## src/rtl/core/tgc_pkg.sv

```systemverilog
// Shared types and constants for the tilt gravity conditioner.
// Holds the register map, the microcode word layout and the datapath control types.
// No dependencies.
package tgc_pkg;

    // Configuration port geometry
    localparam int CFG_ADDR_W = 3;
    localparam int CFG_DATA_W = 15;

    // Sequencer geometry
    localparam int STEP_W = 4;

    // Shared multiplier operand and product widths
    localparam int MUL_A_W = 26;
    localparam int MUL_B_W = 18;
    localparam int PROD_W  = MUL_A_W + MUL_B_W;

    // Arithmetic constants
    localparam logic [31:0]        MAG_LIMIT_SQ    = 32'd1638400;
    localparam logic [17:0]        INV_GRAVITY_Q16 = 18'd6683;
    localparam logic [17:0]        UNITY_COEF      = 18'd65536;
    localparam logic signed [16:0] ONE_Q14         = 17'sd16384;

    // Register reset values
    localparam logic [7:0]  RST_QUIET_ALPHA    = 8'd51;
    localparam logic [7:0]  RST_MOTION_ALPHA   = 8'd123;
    localparam logic [14:0] RST_FAST_STEP      = 15'd1229;
    localparam logic [9:0]  RST_INPUT_GAIN     = 10'd358;
    localparam logic [14:0] RST_CLAMP_LIMIT    = 15'd24576;
    localparam logic [11:0] RST_DEAD_ZONE      = 12'd246;
    localparam logic [11:0] RST_SNAP_BAND      = 12'd295;
    localparam logic [11:0] RST_OUT_HYSTERESIS = 12'd98;

    // Register indexes
    typedef enum logic [CFG_ADDR_W-1:0] {
        REG_QUIET_ALPHA    = 3'd0,
        REG_MOTION_ALPHA   = 3'd1,
        REG_FAST_STEP      = 3'd2,
        REG_INPUT_GAIN     = 3'd3,
        REG_CLAMP_LIMIT    = 3'd4,
        REG_DEAD_ZONE      = 3'd5,
        REG_SNAP_BAND      = 3'd6,
        REG_OUT_HYSTERESIS = 3'd7
    } cfg_idx_t;

    typedef struct packed {
        logic [7:0]  quiet_alpha;
        logic [7:0]  motion_alpha;
        logic [14:0] fast_step;
        logic [9:0]  input_gain;
        logic [14:0] clamp_limit;
        logic [11:0] dead_zone;
        logic [11:0] snap_band;
        logic [11:0] out_hysteresis;
    } cfg_t;

    // Multiplier operand A sources
    typedef enum logic [2:0] {
        A_AX,
        A_AY,
        A_NAY,
        A_AZ,
        A_SAVED,
        A_DELTA_X,
        A_DELTA_Y
    } a_sel_t;

    // Multiplier operand B sources
    typedef enum logic [2:0] {
        B_AX,
        B_AY,
        B_AZ,
        B_GAIN,
        B_COEF,
        B_ALPHA_X,
        B_ALPHA_Y
    } b_sel_t;

    // What a step does with the product of the previous step
    typedef enum logic [3:0] {
        ACT_NONE,
        ACT_ACC_LOAD,
        ACT_ACC_ADD,
        ACT_DIV_SET,
        ACT_SAVE,
        ACT_TGT_X,
        ACT_TGT_Y,
        ACT_FILT_X,
        ACT_FILT_Y
    } act_t;

    // Jump conditions
    typedef enum logic {
        COND_NONE,
        COND_FAIL
    } cond_t;

    typedef logic [STEP_W-1:0] step_t;

    localparam step_t STEP_EMIT = 4'd11;

    // One microcode word
    typedef struct packed {
        a_sel_t a_sel;
        b_sel_t b_sel;
        act_t   act;
        logic   hold_x;
        logic   hold_y;
        cond_t  cond;
        step_t  jmp;
        logic   emit;
    } ucode_t;

    // Sequencer to datapath control
    typedef struct packed {
        logic   load;
        logic   emit;
        a_sel_t a_sel;
        b_sel_t b_sel;
        act_t   act;
        logic   hold_x;
        logic   hold_y;
    } dp_ctrl_t;

    // Datapath to sequencer status
    typedef struct packed {
        logic read_failed;
    } dp_stat_t;

endpackage

```

## src/rtl/core/tgc_cfg_regs.sv

```systemverilog
// Configuration register bank of the tilt gravity conditioner.
// Decodes the plain write port into the register set.
// Depends on tgc_pkg.
module tgc_cfg_regs (
    input  logic                            clk,
    input  logic                            rst_n,
    input  logic                            cfg_we,
    input  logic [tgc_pkg::CFG_ADDR_W-1:0]  cfg_index,
    input  logic [tgc_pkg::CFG_DATA_W-1:0]  cfg_wdata,
    output tgc_pkg::cfg_t                   cfg
);

    tgc_pkg::cfg_t cfg_reg;
    tgc_pkg::cfg_t cfg_next;

    // Decode the write
    always_comb
    begin
        cfg_next = cfg_reg;
        if (cfg_we)
        begin
            unique case (tgc_pkg::cfg_idx_t'(cfg_index))
                tgc_pkg::REG_QUIET_ALPHA:    cfg_next.quiet_alpha    = cfg_wdata[7:0];
                tgc_pkg::REG_MOTION_ALPHA:   cfg_next.motion_alpha   = cfg_wdata[7:0];
                tgc_pkg::REG_FAST_STEP:      cfg_next.fast_step      = cfg_wdata[14:0];
                tgc_pkg::REG_INPUT_GAIN:     cfg_next.input_gain     = cfg_wdata[9:0];
                tgc_pkg::REG_CLAMP_LIMIT:    cfg_next.clamp_limit    = cfg_wdata[14:0];
                tgc_pkg::REG_DEAD_ZONE:      cfg_next.dead_zone      = cfg_wdata[11:0];
                tgc_pkg::REG_SNAP_BAND:      cfg_next.snap_band      = cfg_wdata[11:0];
                tgc_pkg::REG_OUT_HYSTERESIS: cfg_next.out_hysteresis = cfg_wdata[11:0];
            endcase
        end
    end

    // Hold the registers
    always_ff @(posedge clk or negedge rst_n)
    begin
        if (!rst_n)
        begin
            cfg_reg.quiet_alpha    <= tgc_pkg::RST_QUIET_ALPHA;
            cfg_reg.motion_alpha   <= tgc_pkg::RST_MOTION_ALPHA;
            cfg_reg.fast_step      <= tgc_pkg::RST_FAST_STEP;
            cfg_reg.input_gain     <= tgc_pkg::RST_INPUT_GAIN;
            cfg_reg.clamp_limit    <= tgc_pkg::RST_CLAMP_LIMIT;
            cfg_reg.dead_zone      <= tgc_pkg::RST_DEAD_ZONE;
            cfg_reg.snap_band      <= tgc_pkg::RST_SNAP_BAND;
            cfg_reg.out_hysteresis <= tgc_pkg::RST_OUT_HYSTERESIS;
        end
        else
        begin
            cfg_reg <= cfg_next;
        end
    end

    assign cfg = cfg_reg;

endmodule

```

## src/rtl/core/tgc_sequencer.sv

```systemverilog
// Microcode sequencer of the tilt gravity conditioner.
// Holds the control program, the step counter and the stream handshakes.
// Depends on tgc_pkg.
module tgc_sequencer (
    input  logic                clk,
    input  logic                rst_n,
    input  logic                in_valid,
    output logic                in_ready,
    output logic                out_valid,
    input  logic                out_ready,
    input  tgc_pkg::dp_stat_t   stat,
    output tgc_pkg::dp_ctrl_t   ctrl
);

    typedef enum logic {
        ST_IDLE,
        ST_RUN
    } seq_state_t;

    seq_state_t      state_reg;
    seq_state_t      state_next;
    tgc_pkg::step_t  step_reg;
    tgc_pkg::step_t  step_next;
    logic            out_valid_reg;
    logic            out_valid_next;
    tgc_pkg::ucode_t word;
    logic            accept;
    logic            emit_ok;
    logic            running;

    // Build one control word
    function automatic tgc_pkg::ucode_t uword(
        input tgc_pkg::a_sel_t a,
        input tgc_pkg::b_sel_t b,
        input tgc_pkg::act_t   act,
        input logic            hx,
        input logic            hy,
        input tgc_pkg::cond_t  cond,
        input logic            emit
    );
        tgc_pkg::ucode_t w;
        w.a_sel  = a;
        w.b_sel  = b;
        w.act    = act;
        w.hold_x = hx;
        w.hold_y = hy;
        w.cond   = cond;
        w.jmp    = tgc_pkg::STEP_EMIT;
        w.emit   = emit;
        return w;
    endfunction

    // Control program: each step multiplies once and consumes the previous product
    function automatic tgc_pkg::ucode_t ucode_rom(input tgc_pkg::step_t s);
        tgc_pkg::ucode_t w;
        unique case (s)
            4'd0:  w = uword(tgc_pkg::A_AX, tgc_pkg::B_AX, tgc_pkg::ACT_NONE,
                             1'b0, 1'b0, tgc_pkg::COND_FAIL, 1'b0);
            4'd1:  w = uword(tgc_pkg::A_AY, tgc_pkg::B_AY, tgc_pkg::ACT_ACC_LOAD,
                             1'b0, 1'b0, tgc_pkg::COND_NONE, 1'b0);
            4'd2:  w = uword(tgc_pkg::A_AZ, tgc_pkg::B_AZ, tgc_pkg::ACT_ACC_ADD,
                             1'b0, 1'b0, tgc_pkg::COND_NONE, 1'b0);
            4'd3:  w = uword(tgc_pkg::A_NAY, tgc_pkg::B_GAIN, tgc_pkg::ACT_DIV_SET,
                             1'b0, 1'b0, tgc_pkg::COND_NONE, 1'b0);
            4'd4:  w = uword(tgc_pkg::A_AX, tgc_pkg::B_GAIN, tgc_pkg::ACT_SAVE,
                             1'b0, 1'b0, tgc_pkg::COND_NONE, 1'b0);
            4'd5:  w = uword(tgc_pkg::A_SAVED, tgc_pkg::B_COEF, tgc_pkg::ACT_SAVE,
                             1'b0, 1'b0, tgc_pkg::COND_NONE, 1'b0);
            4'd6:  w = uword(tgc_pkg::A_SAVED, tgc_pkg::B_COEF, tgc_pkg::ACT_TGT_X,
                             1'b0, 1'b0, tgc_pkg::COND_NONE, 1'b0);
            4'd7:  w = uword(tgc_pkg::A_DELTA_X, tgc_pkg::B_ALPHA_X, tgc_pkg::ACT_TGT_Y,
                             1'b0, 1'b0, tgc_pkg::COND_NONE, 1'b0);
            4'd8:  w = uword(tgc_pkg::A_DELTA_Y, tgc_pkg::B_ALPHA_Y, tgc_pkg::ACT_FILT_X,
                             1'b0, 1'b0, tgc_pkg::COND_NONE, 1'b0);
            4'd9:  w = uword(tgc_pkg::A_AX, tgc_pkg::B_AX, tgc_pkg::ACT_FILT_Y,
                             1'b1, 1'b0, tgc_pkg::COND_NONE, 1'b0);
            4'd10: w = uword(tgc_pkg::A_AX, tgc_pkg::B_AX, tgc_pkg::ACT_NONE,
                             1'b0, 1'b1, tgc_pkg::COND_NONE, 1'b0);
            default: w = uword(tgc_pkg::A_AX, tgc_pkg::B_AX, tgc_pkg::ACT_NONE,
                               1'b0, 1'b0, tgc_pkg::COND_NONE, 1'b1);
        endcase
        return w;
    endfunction

    assign word     = ucode_rom(step_reg);
    assign running  = (state_reg == ST_RUN);
    assign accept   = in_valid && !running;
    assign emit_ok  = !out_valid_reg || out_ready;
    assign in_ready = !running;

    // Advance the step counter, take jumps, stall at emit while the output is full and not taken
    always_comb
    begin
        state_next     = state_reg;
        step_next      = step_reg;
        out_valid_next = out_valid_reg && !out_ready;
        ctrl.load      = accept;
        ctrl.emit      = 1'b0;
        ctrl.a_sel     = word.a_sel;
        ctrl.b_sel     = word.b_sel;
        ctrl.act       = tgc_pkg::ACT_NONE;
        ctrl.hold_x    = 1'b0;
        ctrl.hold_y    = 1'b0;
        unique case (state_reg)
            ST_IDLE:
            begin
                if (accept)
                begin
                    state_next = ST_RUN;
                    step_next  = '0;
                end
            end
            ST_RUN:
            begin
                ctrl.act    = word.act;
                ctrl.hold_x = word.hold_x;
                ctrl.hold_y = word.hold_y;
                priority if (word.emit)
                begin
                    if (emit_ok)
                    begin
                        ctrl.emit      = 1'b1;
                        out_valid_next = 1'b1;
                        state_next     = ST_IDLE;
                    end
                end
                else if (word.cond == tgc_pkg::COND_FAIL && stat.read_failed)
                begin
                    step_next = word.jmp;
                end
                else
                begin
                    step_next = step_reg + 4'd1;
                end
            end
            default:
            begin
                state_next = ST_IDLE;
            end
        endcase
    end

    // Hold state, step and output valid
    always_ff @(posedge clk or negedge rst_n)
    begin
        if (!rst_n)
        begin
            state_reg     <= ST_IDLE;
            step_reg      <= '0;
            out_valid_reg <= 1'b0;
        end
        else
        begin
            state_reg     <= state_next;
            step_reg      <= step_next;
            out_valid_reg <= out_valid_next;
        end
    end

    assign out_valid = out_valid_reg;

endmodule

```

## src/rtl/core/tgc_datapath.sv

```systemverilog
// Datapath of the tilt gravity conditioner.
// Shared multiplier, rounding, clamp, stabilizer, filter and held state, driven by microcode.
// Depends on tgc_pkg.
module tgc_datapath (
    input  logic                      clk,
    input  logic                      rst_n,
    input  tgc_pkg::cfg_t             cfg,
    input  tgc_pkg::dp_ctrl_t         ctrl,
    input  logic signed [15:0]        accel_x,
    input  logic signed [15:0]        accel_y,
    input  logic signed [15:0]        accel_z,
    input  logic                      read_failed,
    output tgc_pkg::dp_stat_t         stat,
    output logic signed [15:0]        screen_grav_x,
    output logic signed [15:0]        screen_grav_y,
    output logic                      read_status
);

    // Sample and scratch registers
    logic signed [15:0]                   ax_reg;
    logic signed [15:0]                   ay_reg;
    logic signed [15:0]                   az_reg;
    logic                                 fail_reg;
    logic [31:0]                          acc_reg;
    logic                                 div_reg;
    logic signed [tgc_pkg::MUL_A_W-1:0]   sav_reg;
    logic signed [tgc_pkg::PROD_W-1:0]    prod_reg;
    logic signed [15:0]                   tx_reg;
    logic signed [15:0]                   ty_reg;

    // Filter and held state
    logic signed [15:0]                   filt_x_reg;
    logic signed [15:0]                   filt_y_reg;
    logic signed [15:0]                   held_x_reg;
    logic signed [15:0]                   held_y_reg;
    logic signed [15:0]                   filt_x_next;
    logic signed [15:0]                   filt_y_next;
    logic signed [15:0]                   held_x_next;
    logic signed [15:0]                   held_y_next;

    // Result registers
    logic signed [15:0]                   out_x_reg;
    logic signed [15:0]                   out_y_reg;
    logic                                 out_status_reg;

    logic signed [16:0]                   nay;
    logic signed [16:0]                   dx;
    logic signed [16:0]                   dy;
    logic [7:0]                           alpha_x;
    logic [7:0]                           alpha_y;
    logic signed [tgc_pkg::MUL_A_W-1:0]   mul_a;
    logic signed [tgc_pkg::MUL_B_W-1:0]   mul_b;
    logic signed [tgc_pkg::MUL_B_W-1:0]   coef;
    logic [tgc_pkg::PROD_W-1:0]           tgt_sum;
    logic signed [tgc_pkg::MUL_A_W-1:0]   tgt_rnd;
    logic signed [tgc_pkg::MUL_A_W-1:0]   lim;
    logic signed [tgc_pkg::MUL_A_W-1:0]   neg_lim;
    logic signed [15:0]                   tgt_clamped;
    logic signed [15:0]                   tgt_val;
    logic [24:0]                          flt_sum;
    logic signed [16:0]                   flt_step;
    logic signed [16:0]                   fx_sum;
    logic signed [16:0]                   fy_sum;
    logic signed [16:0]                   hx_diff;
    logic signed [16:0]                   hy_diff;
    logic                                 hold_x_upd;
    logic                                 hold_y_upd;
    logic [32:0]                          mag_sum;

    function automatic logic [16:0] abs17(input logic signed [16:0] v);
        return v[16] ? 17'(-v) : 17'(v);
    endfunction

    // Dead zone to zero, then snap to plus one, then to minus one
    function automatic logic signed [15:0] stabilize(
        input logic signed [15:0] v,
        input logic [11:0]        dz,
        input logic [11:0]        sb
    );
        logic signed [16:0] vw;
        logic signed [15:0] res;
        vw = 17'(v);
        priority if (abs17(vw) < {5'b0, dz})
            res = '0;
        else if (abs17(vw - tgc_pkg::ONE_Q14) < {5'b0, sb})
            res = 16'sd16384;
        else if (abs17(vw + tgc_pkg::ONE_Q14) < {5'b0, sb})
            res = -16'sd16384;
        else
            res = v;
        return res;
    endfunction

    // Filter steps and their weights
    assign nay     = 17'sd0 - 17'(ay_reg);
    assign dx      = 17'(tx_reg) - 17'(filt_x_reg);
    assign dy      = 17'(ty_reg) - 17'(filt_y_reg);
    assign alpha_x = (abs17(dx) >= {2'b0, cfg.fast_step}) ? cfg.motion_alpha : cfg.quiet_alpha;
    assign alpha_y = (abs17(dy) >= {2'b0, cfg.fast_step}) ? cfg.motion_alpha : cfg.quiet_alpha;
    assign coef    = div_reg ? $signed(tgc_pkg::INV_GRAVITY_Q16) : $signed(tgc_pkg::UNITY_COEF);

    // Select multiplier operands
    always_comb
    begin
        unique case (ctrl.a_sel)
            tgc_pkg::A_AX:      mul_a = tgc_pkg::MUL_A_W'(ax_reg);
            tgc_pkg::A_AY:      mul_a = tgc_pkg::MUL_A_W'(ay_reg);
            tgc_pkg::A_NAY:     mul_a = tgc_pkg::MUL_A_W'(nay);
            tgc_pkg::A_AZ:      mul_a = tgc_pkg::MUL_A_W'(az_reg);
            tgc_pkg::A_SAVED:   mul_a = sav_reg;
            tgc_pkg::A_DELTA_X: mul_a = tgc_pkg::MUL_A_W'(dx);
            tgc_pkg::A_DELTA_Y: mul_a = tgc_pkg::MUL_A_W'(dy);
            default:            mul_a = '0;
        endcase
        unique case (ctrl.b_sel)
            tgc_pkg::B_AX:      mul_b = tgc_pkg::MUL_B_W'(ax_reg);
            tgc_pkg::B_AY:      mul_b = tgc_pkg::MUL_B_W'(ay_reg);
            tgc_pkg::B_AZ:      mul_b = tgc_pkg::MUL_B_W'(az_reg);
            tgc_pkg::B_GAIN:    mul_b = tgc_pkg::MUL_B_W'($signed({1'b0, cfg.input_gain}));
            tgc_pkg::B_COEF:    mul_b = coef;
            tgc_pkg::B_ALPHA_X: mul_b = tgc_pkg::MUL_B_W'($signed({1'b0, alpha_x}));
            tgc_pkg::B_ALPHA_Y: mul_b = tgc_pkg::MUL_B_W'($signed({1'b0, alpha_y}));
            default:            mul_b = '0;
        endcase
    end

    // Round the scaled product by 2^18, ties away from zero, then clamp and stabilize
    assign tgt_sum = prod_reg + tgc_pkg::PROD_W'(131072) - tgc_pkg::PROD_W'(prod_reg[43]);
    assign tgt_rnd = $signed(tgt_sum[43:18]);
    assign lim     = $signed({11'b0, cfg.clamp_limit});
    assign neg_lim = -lim;

    always_comb
    begin
        priority if (tgt_rnd > lim)
            tgt_clamped = lim[15:0];
        else if (tgt_rnd < neg_lim)
            tgt_clamped = neg_lim[15:0];
        else
            tgt_clamped = tgt_rnd[15:0];
    end

    assign tgt_val = stabilize(tgt_clamped, cfg.dead_zone, cfg.snap_band);

    // Round the filter product by 256, ties away from zero
    assign flt_sum  = prod_reg[24:0] + 25'd128 - 25'(prod_reg[43]);
    assign flt_step = $signed(flt_sum[24:8]);
    assign fx_sum   = 17'(filt_x_reg) + flt_step;
    assign fy_sum   = 17'(filt_y_reg) + flt_step;

    // Hysteresis on the held outputs
    assign hx_diff    = 17'(filt_x_reg) - 17'(held_x_reg);
    assign hy_diff    = 17'(filt_y_reg) - 17'(held_y_reg);
    assign hold_x_upd = ctrl.hold_x && (abs17(hx_diff) >= {5'b0, cfg.out_hysteresis});
    assign hold_y_upd = ctrl.hold_y && (abs17(hy_diff) >= {5'b0, cfg.out_hysteresis});

    assign mag_sum = {1'b0, acc_reg} + {1'b0, prod_reg[31:0]};

    always_comb
    begin
        filt_x_next = (ctrl.act == tgc_pkg::ACT_FILT_X) ? fx_sum[15:0] : filt_x_reg;
        filt_y_next = (ctrl.act == tgc_pkg::ACT_FILT_Y) ? fy_sum[15:0] : filt_y_reg;
        held_x_next = hold_x_upd
                      ? stabilize(filt_x_reg, cfg.dead_zone, cfg.snap_band) : held_x_reg;
        held_y_next = hold_y_upd
                      ? stabilize(filt_y_reg, cfg.dead_zone, cfg.snap_band) : held_y_reg;
    end

    // Hold filter state, held outputs and the error flag
    always_ff @(posedge clk or negedge rst_n)
    begin
        if (!rst_n)
        begin
            filt_x_reg <= '0;
            filt_y_reg <= '0;
            held_x_reg <= '0;
            held_y_reg <= '0;
            fail_reg   <= 1'b0;
        end
        else
        begin
            filt_x_reg <= filt_x_next;
            filt_y_reg <= filt_y_next;
            held_x_reg <= held_x_next;
            held_y_reg <= held_y_next;
            if (ctrl.load)
                fail_reg <= read_failed;
        end
    end

    // Multiply every cycle, consume the previous product by the step's action
    always_ff @(posedge clk)
    begin
        prod_reg <= mul_a * mul_b;
        if (ctrl.load)
        begin
            ax_reg <= accel_x;
            ay_reg <= accel_y;
            az_reg <= accel_z;
        end
        unique case (ctrl.act)
            tgc_pkg::ACT_ACC_LOAD: acc_reg <= prod_reg[31:0];
            tgc_pkg::ACT_ACC_ADD:  acc_reg <= acc_reg + prod_reg[31:0];
            tgc_pkg::ACT_DIV_SET:  div_reg <= (mag_sum > {1'b0, tgc_pkg::MAG_LIMIT_SQ});
            tgc_pkg::ACT_SAVE:     sav_reg <= prod_reg[tgc_pkg::MUL_A_W-1:0];
            tgc_pkg::ACT_TGT_X:    tx_reg  <= tgt_val;
            tgc_pkg::ACT_TGT_Y:    ty_reg  <= tgt_val;
            default:
            begin
            end
        endcase
        if (ctrl.emit)
        begin
            out_x_reg      <= held_x_reg;
            out_y_reg      <= held_y_reg;
            out_status_reg <= fail_reg;
        end
    end

    assign stat.read_failed = fail_reg;
    assign screen_grav_x    = out_x_reg;
    assign screen_grav_y    = out_y_reg;
    assign read_status      = out_status_reg;

endmodule

```

## src/rtl/core/tilt_gravity_conditioner_core.sv

```systemverilog
// Top level of the tilt gravity conditioner.
// Joins the register bank, the microcode sequencer and the datapath.
// Depends on tgc_pkg, tgc_cfg_regs, tgc_sequencer, tgc_datapath.
//
//  channel   direction  handshake               payload
//  s_axis    in         tvalid / tready         tdata: accel_x, accel_y, accel_z; tuser: read_failed
//  m_axis    out        tvalid / tready         tdata: screen_grav_x, screen_grav_y; tuser: read_status
//  cfg       in         cfg_we                  cfg_index, cfg_wdata
//
// An item runs through the accept cycle and twelve microcode steps, one pass of the
// shared multiplier per step. A failed read jumps from the first step straight to emit.
// Reset (rst_n low, asynchronous) clears the filter and held values and loads register defaults.
// One item is in work at a time; s_axis_tready is high whenever the sequencer is idle,
// even while a result still waits in the output register. The sequencer stalls at its emit
// step while that register is full and not being taken.
module tilt_gravity_conditioner_core (
    input  logic                            clk,
    input  logic                            rst_n,
    input  logic                            s_axis_tvalid,
    output logic                            s_axis_tready,
    input  logic [47:0]                     s_axis_tdata,   // accel_x, accel_y, accel_z
    input  logic                            s_axis_tuser,   // read_failed
    output logic                            m_axis_tvalid,
    input  logic                            m_axis_tready,
    output logic [31:0]                     m_axis_tdata,   // screen_grav_x, screen_grav_y
    output logic                            m_axis_tuser,   // read_status
    input  logic                            cfg_we,
    input  logic [tgc_pkg::CFG_ADDR_W-1:0]  cfg_index,
    input  logic [tgc_pkg::CFG_DATA_W-1:0]  cfg_wdata
);

    tgc_pkg::cfg_t     cfg;
    tgc_pkg::dp_ctrl_t ctrl;
    tgc_pkg::dp_stat_t stat;
    logic signed [15:0] grav_x;
    logic signed [15:0] grav_y;

    tgc_cfg_regs u_cfg (
        .clk       (clk),
        .rst_n     (rst_n),
        .cfg_we    (cfg_we),
        .cfg_index (cfg_index),
        .cfg_wdata (cfg_wdata),
        .cfg       (cfg)
    );

    tgc_sequencer u_seq (
        .clk       (clk),
        .rst_n     (rst_n),
        .in_valid  (s_axis_tvalid),
        .in_ready  (s_axis_tready),
        .out_valid (m_axis_tvalid),
        .out_ready (m_axis_tready),
        .stat      (stat),
        .ctrl      (ctrl)
    );

    tgc_datapath u_dp (
        .clk           (clk),
        .rst_n         (rst_n),
        .cfg           (cfg),
        .ctrl          (ctrl),
        .accel_x       ($signed(s_axis_tdata[15:0])),
        .accel_y       ($signed(s_axis_tdata[31:16])),
        .accel_z       ($signed(s_axis_tdata[47:32])),
        .read_failed   (s_axis_tuser),
        .stat          (stat),
        .screen_grav_x (grav_x),
        .screen_grav_y (grav_y),
        .read_status   (m_axis_tuser)
    );

    assign m_axis_tdata = {grav_y, grav_x};

endmodule

```

## config.mk

```make
export PLATFORM = sky130hd
export DESIGN_NAME = tilt_gravity_conditioner_core
export DESIGN_NICKNAME = d
export VERILOG_FILES = /design/src/rtl/core/tgc_pkg.sv /design/src/rtl/core/tgc_cfg_regs.sv /design/src/rtl/core/tgc_sequencer.sv /design/src/rtl/core/tgc_datapath.sv /design/src/rtl/core/tilt_gravity_conditioner_core.sv
export SDC_FILE = /design/constraint.sdc
export NUM_CORES = 2
export LEC_CHECK = 0
export BUFFER_PORTS_ARGS = -buffer_cell sky130_fd_sc_hd__buf_2
export CORE_ASPECT_RATIO = 1.4
export CORE_MARGIN = 8
export CORE_UTILIZATION = 55
export DETAILED_ROUTE_END_ITERATION = 10
export GPL_ROUTABILITY_DRIVEN = 0
export PLACE_DENSITY_LB_ADDON = 0.25
export SLEW_MARGIN = 30
export SYNTH_ARGS = -nofsm -noshare
export SYNTH_HDL_FRONTEND = slang
export SYNTH_SLANG_ARGS = --single-unit
```

## constraint.sdc

```tcl
create_clock -name clk -period 29 [get_ports clk]
set_input_delay 4.35 -clock clk [delete_from_list [all_inputs] [get_ports clk]]
set_output_delay 4.35 -clock clk [all_outputs]
set_load 0.02 [all_outputs]
```

==> flow_summary.ini <==
[setup_path]
crit_top_cell = o21a_1
crit_required_ps = 29470
end_kind = register
critical_path.startpoint = u_dp.filt_y_reg[2]
path_buf_inv = 5
cpLargestDelayFamily = compound AO/OA/AOI/OAI gates
critPathArrivalTime_ps = 14880
worstSetupPathType = register to register
crit_slowest_cell = o2bb2ai_1
path_max_fanout = 27
r2r_start = u_dp.filt_y_reg[2]
startpoint_type = register
slowest_delay_ps = 600

[logic_synthesis]
synthMuxAreaShare = 0.0408
ys_ff_latch = 379
synth_top_family_by_area = adder cells
synth_top_cell_by_area = fa_1
synth-edff-count = 172
async_flop_share = 0.430
synth_top_area_frac = 0.193
synth_compound_area_frac = 0.132
syn_inst = 5443
synthAdderAreaFrac = 0.325
yosysWarnings = 0
synth_nets = 6483
syn_area_mm2 = 0.0480
synth_area_leaders = fa_1 19%, ha_1 13%, edfxtp_1 11%
synth_xor_area_frac = 0.0562
synth_ff_type = edfxtp_1
avgSynthCellArea_um2 = 8.82
yosysSeqAreaShare = 0.212
synth_cell_type_count = 98
synth_simple_gate_area_share = 0.150

[die]
die_area_mm2 = 0.0972
die_w_um = 266
pin_count = 107
coreArea_mm2 = 0.0868
start_util = 0.553
rows = 128
die_y_um = 366

[timing]
rsz0062_at_grt = no
relSlewSlack = 0.291
worst_slew_pin_slew_ps = 1060
maxClockFrequency_mhz = 69.4
fin_skew_ps = 28.3
slew_violations = 0
finalCriticalPeriod_ps = 14420
whs_ps = 444
setup_viol = 0
tns_ps = 0
post-route-period-util = 0.497
hold_viol_final = 0

[clock_tree]
ctsResizeCount = 0
cts_tree = done
post-cts-setup-buffers = 0
clk_root_buffer_cell = clkbuf_16
cts_sinks = 379
cts_made_buffers = 44
ctsLongestPathBuffers = 3
htreeDepth = 2
clock_latency_ps = 610
clkTransAtPathRegs_ps = 60
holdBufCountCts = 0

[run_status]
status = finished, final reports clean

[grt]
grt_usage = 0.297
antenna_found_initial = 5
grt_pass1_wl_um = 224000
grt_pass1_vias = 40100
grt.overflow.total = 0
grt_max_degree = 67

[placement]
dpl.hpwl_um = 116000
dp_cells = 6602
io_buffers = 106

[layout]
n_fill_cell = 7660
multi_input_area_mm2 = 0.0340
ff_latch_area_mm2 = 0.0102
final_cells = 6686
largest_reg_flops = 92
utilization = 0.592
drive_gt1_frac = 0.0816
area_growth_pct = 7.04
layout.nets = 6518

[detailed_routing]
drt_iter0_markers = 2933
wl_met1_um = 51100
met3WireLength_um = 9370
drt_pass1_iterations = 7
drc = 0
met2_length_um = 70000
top_layer_used = met4
wl_per_cell_um = 21.8
via_per_inst = 5.93
final_antenna_net_count = 0
num_vias = 39600
wl_um = 145000

[flow_run]
max-cap-violations = 0

[min_path]
min_path_type = register to register
min_from = u_dp.held_x_reg[12]
[final timing paths]
kind                                               end  cells after the start  slack (ps)
worst max-delay path                 u_dp.prod_reg[43]                     59       14580
worst min-delay path            u_dp.screen_grav_x[12]                      0         440
worst max register to register       u_dp.prod_reg[43]                     59       14580
worst min register to register  u_dp.screen_grav_x[12]                      0         440
max in group asynchronous                 u_cfg.cfg[5]                      4       23620
min in group asynchronous                u_cfg.cfg[23]                      1        3630
[area by class of cell]
class / instances / share of cell area
Inverter: 906 / 0.0662
Clock inverter: 27 / 0.00487
Timing Repair Buffer: 161 / 0.0187
Multi-Input combinational cell: 3986 / 0.661
Antenna cell: 3 / 0.000146
Sequential cell: 379 / 0.198
Clock buffer: 54 / 0.0230
Tap cell: 1170 / 0.0285
[layout by cell type, fill, tap and decap left out, types with 21 or more instances in the layout]
cell	count
buf_4	52
o21a_1	67
o21ai_0	246
nand3_1	82
a31oi_1	30
and2_1	59
clkbuf_16	46
o211ai_1	21
nand4_1	45
o21bai_1	43
or3_1	50
dfrtp_1	126
ha_1	504
nand2b_1	44
buf_2	106
xor2_1	55
edfxtp_1	172
inv_1	899
fa_1	464
and3_1	33
dfxtp_1	44
mux2i_1	59
nor3_1	88
nor2_1	387
a21o_1	106
a21oi_1	229
xnor2_1	252
nor2b_1	72
dfstp_2	37
mux2_2	105
nand2_1	616
[stage by stage]
| stage | cell area [um2] | worst slack (ps) |
|---|---|---|
| floorplan | 48000 | 16250 |
| global placement | 49900 | 15210 |
| detailed placement | 50000 | 14920 |
| CTS | 51400 | 14810 |
| global route | 51400 | 13830 |
| finish | 51400 | 14580 |
[logic make-up (layout without fill, tap and decap cells)]
kind of cell / count (synthesis) / after routing
XOR/XNOR: 308 / 308
multiplexers: 173 / 173
AO/OA/AOI/OAI: 965 / 965
other: 0 / 3
adder cells (fa/ha/maj): 968 / 968
AND/OR/NAND/NOR: 1572 / 1572
flip-flops: 379 / 379
buffers and inverters: 1078 / 1148
[per-layer routing]
layer  vias to the layer above  global-route usage
met5                         -                   0
met4                         0               0.248
met3                       567              0.0431
met2                      1628               0.515
met1                     19300               0.319
li1                      18100                   -
[synthesized netlist by cell type (all sizes together), types with 12 or more instances]
cell,number
nand3,82
or3,51
or4,14
nor2b,74
a211oi,19
buf,15
dfstp,37
ha,504
xor2,55
nand2b,44
xnor2,253
a31oi,31
and3,34
or2,19
inv,902
o21a,67
nor3b,13
a222oi,12
mux2,106
nor4,12
clkbuf,157
nand4,45
edfxtp,172
a21oi,232
nor2,389
o21bai,44
dfrtp,126
nand2,616
and2,59
a22o,17
mux2i,60
dfxtp,44
nor3,92
o31ai,14
o211ai,23
o21ai,254
fa,464
a21o,106
a21boi,19
Power is not shown: default switching activity piles up to over one toggle a cycle in this logic, so the estimate is an artifact.
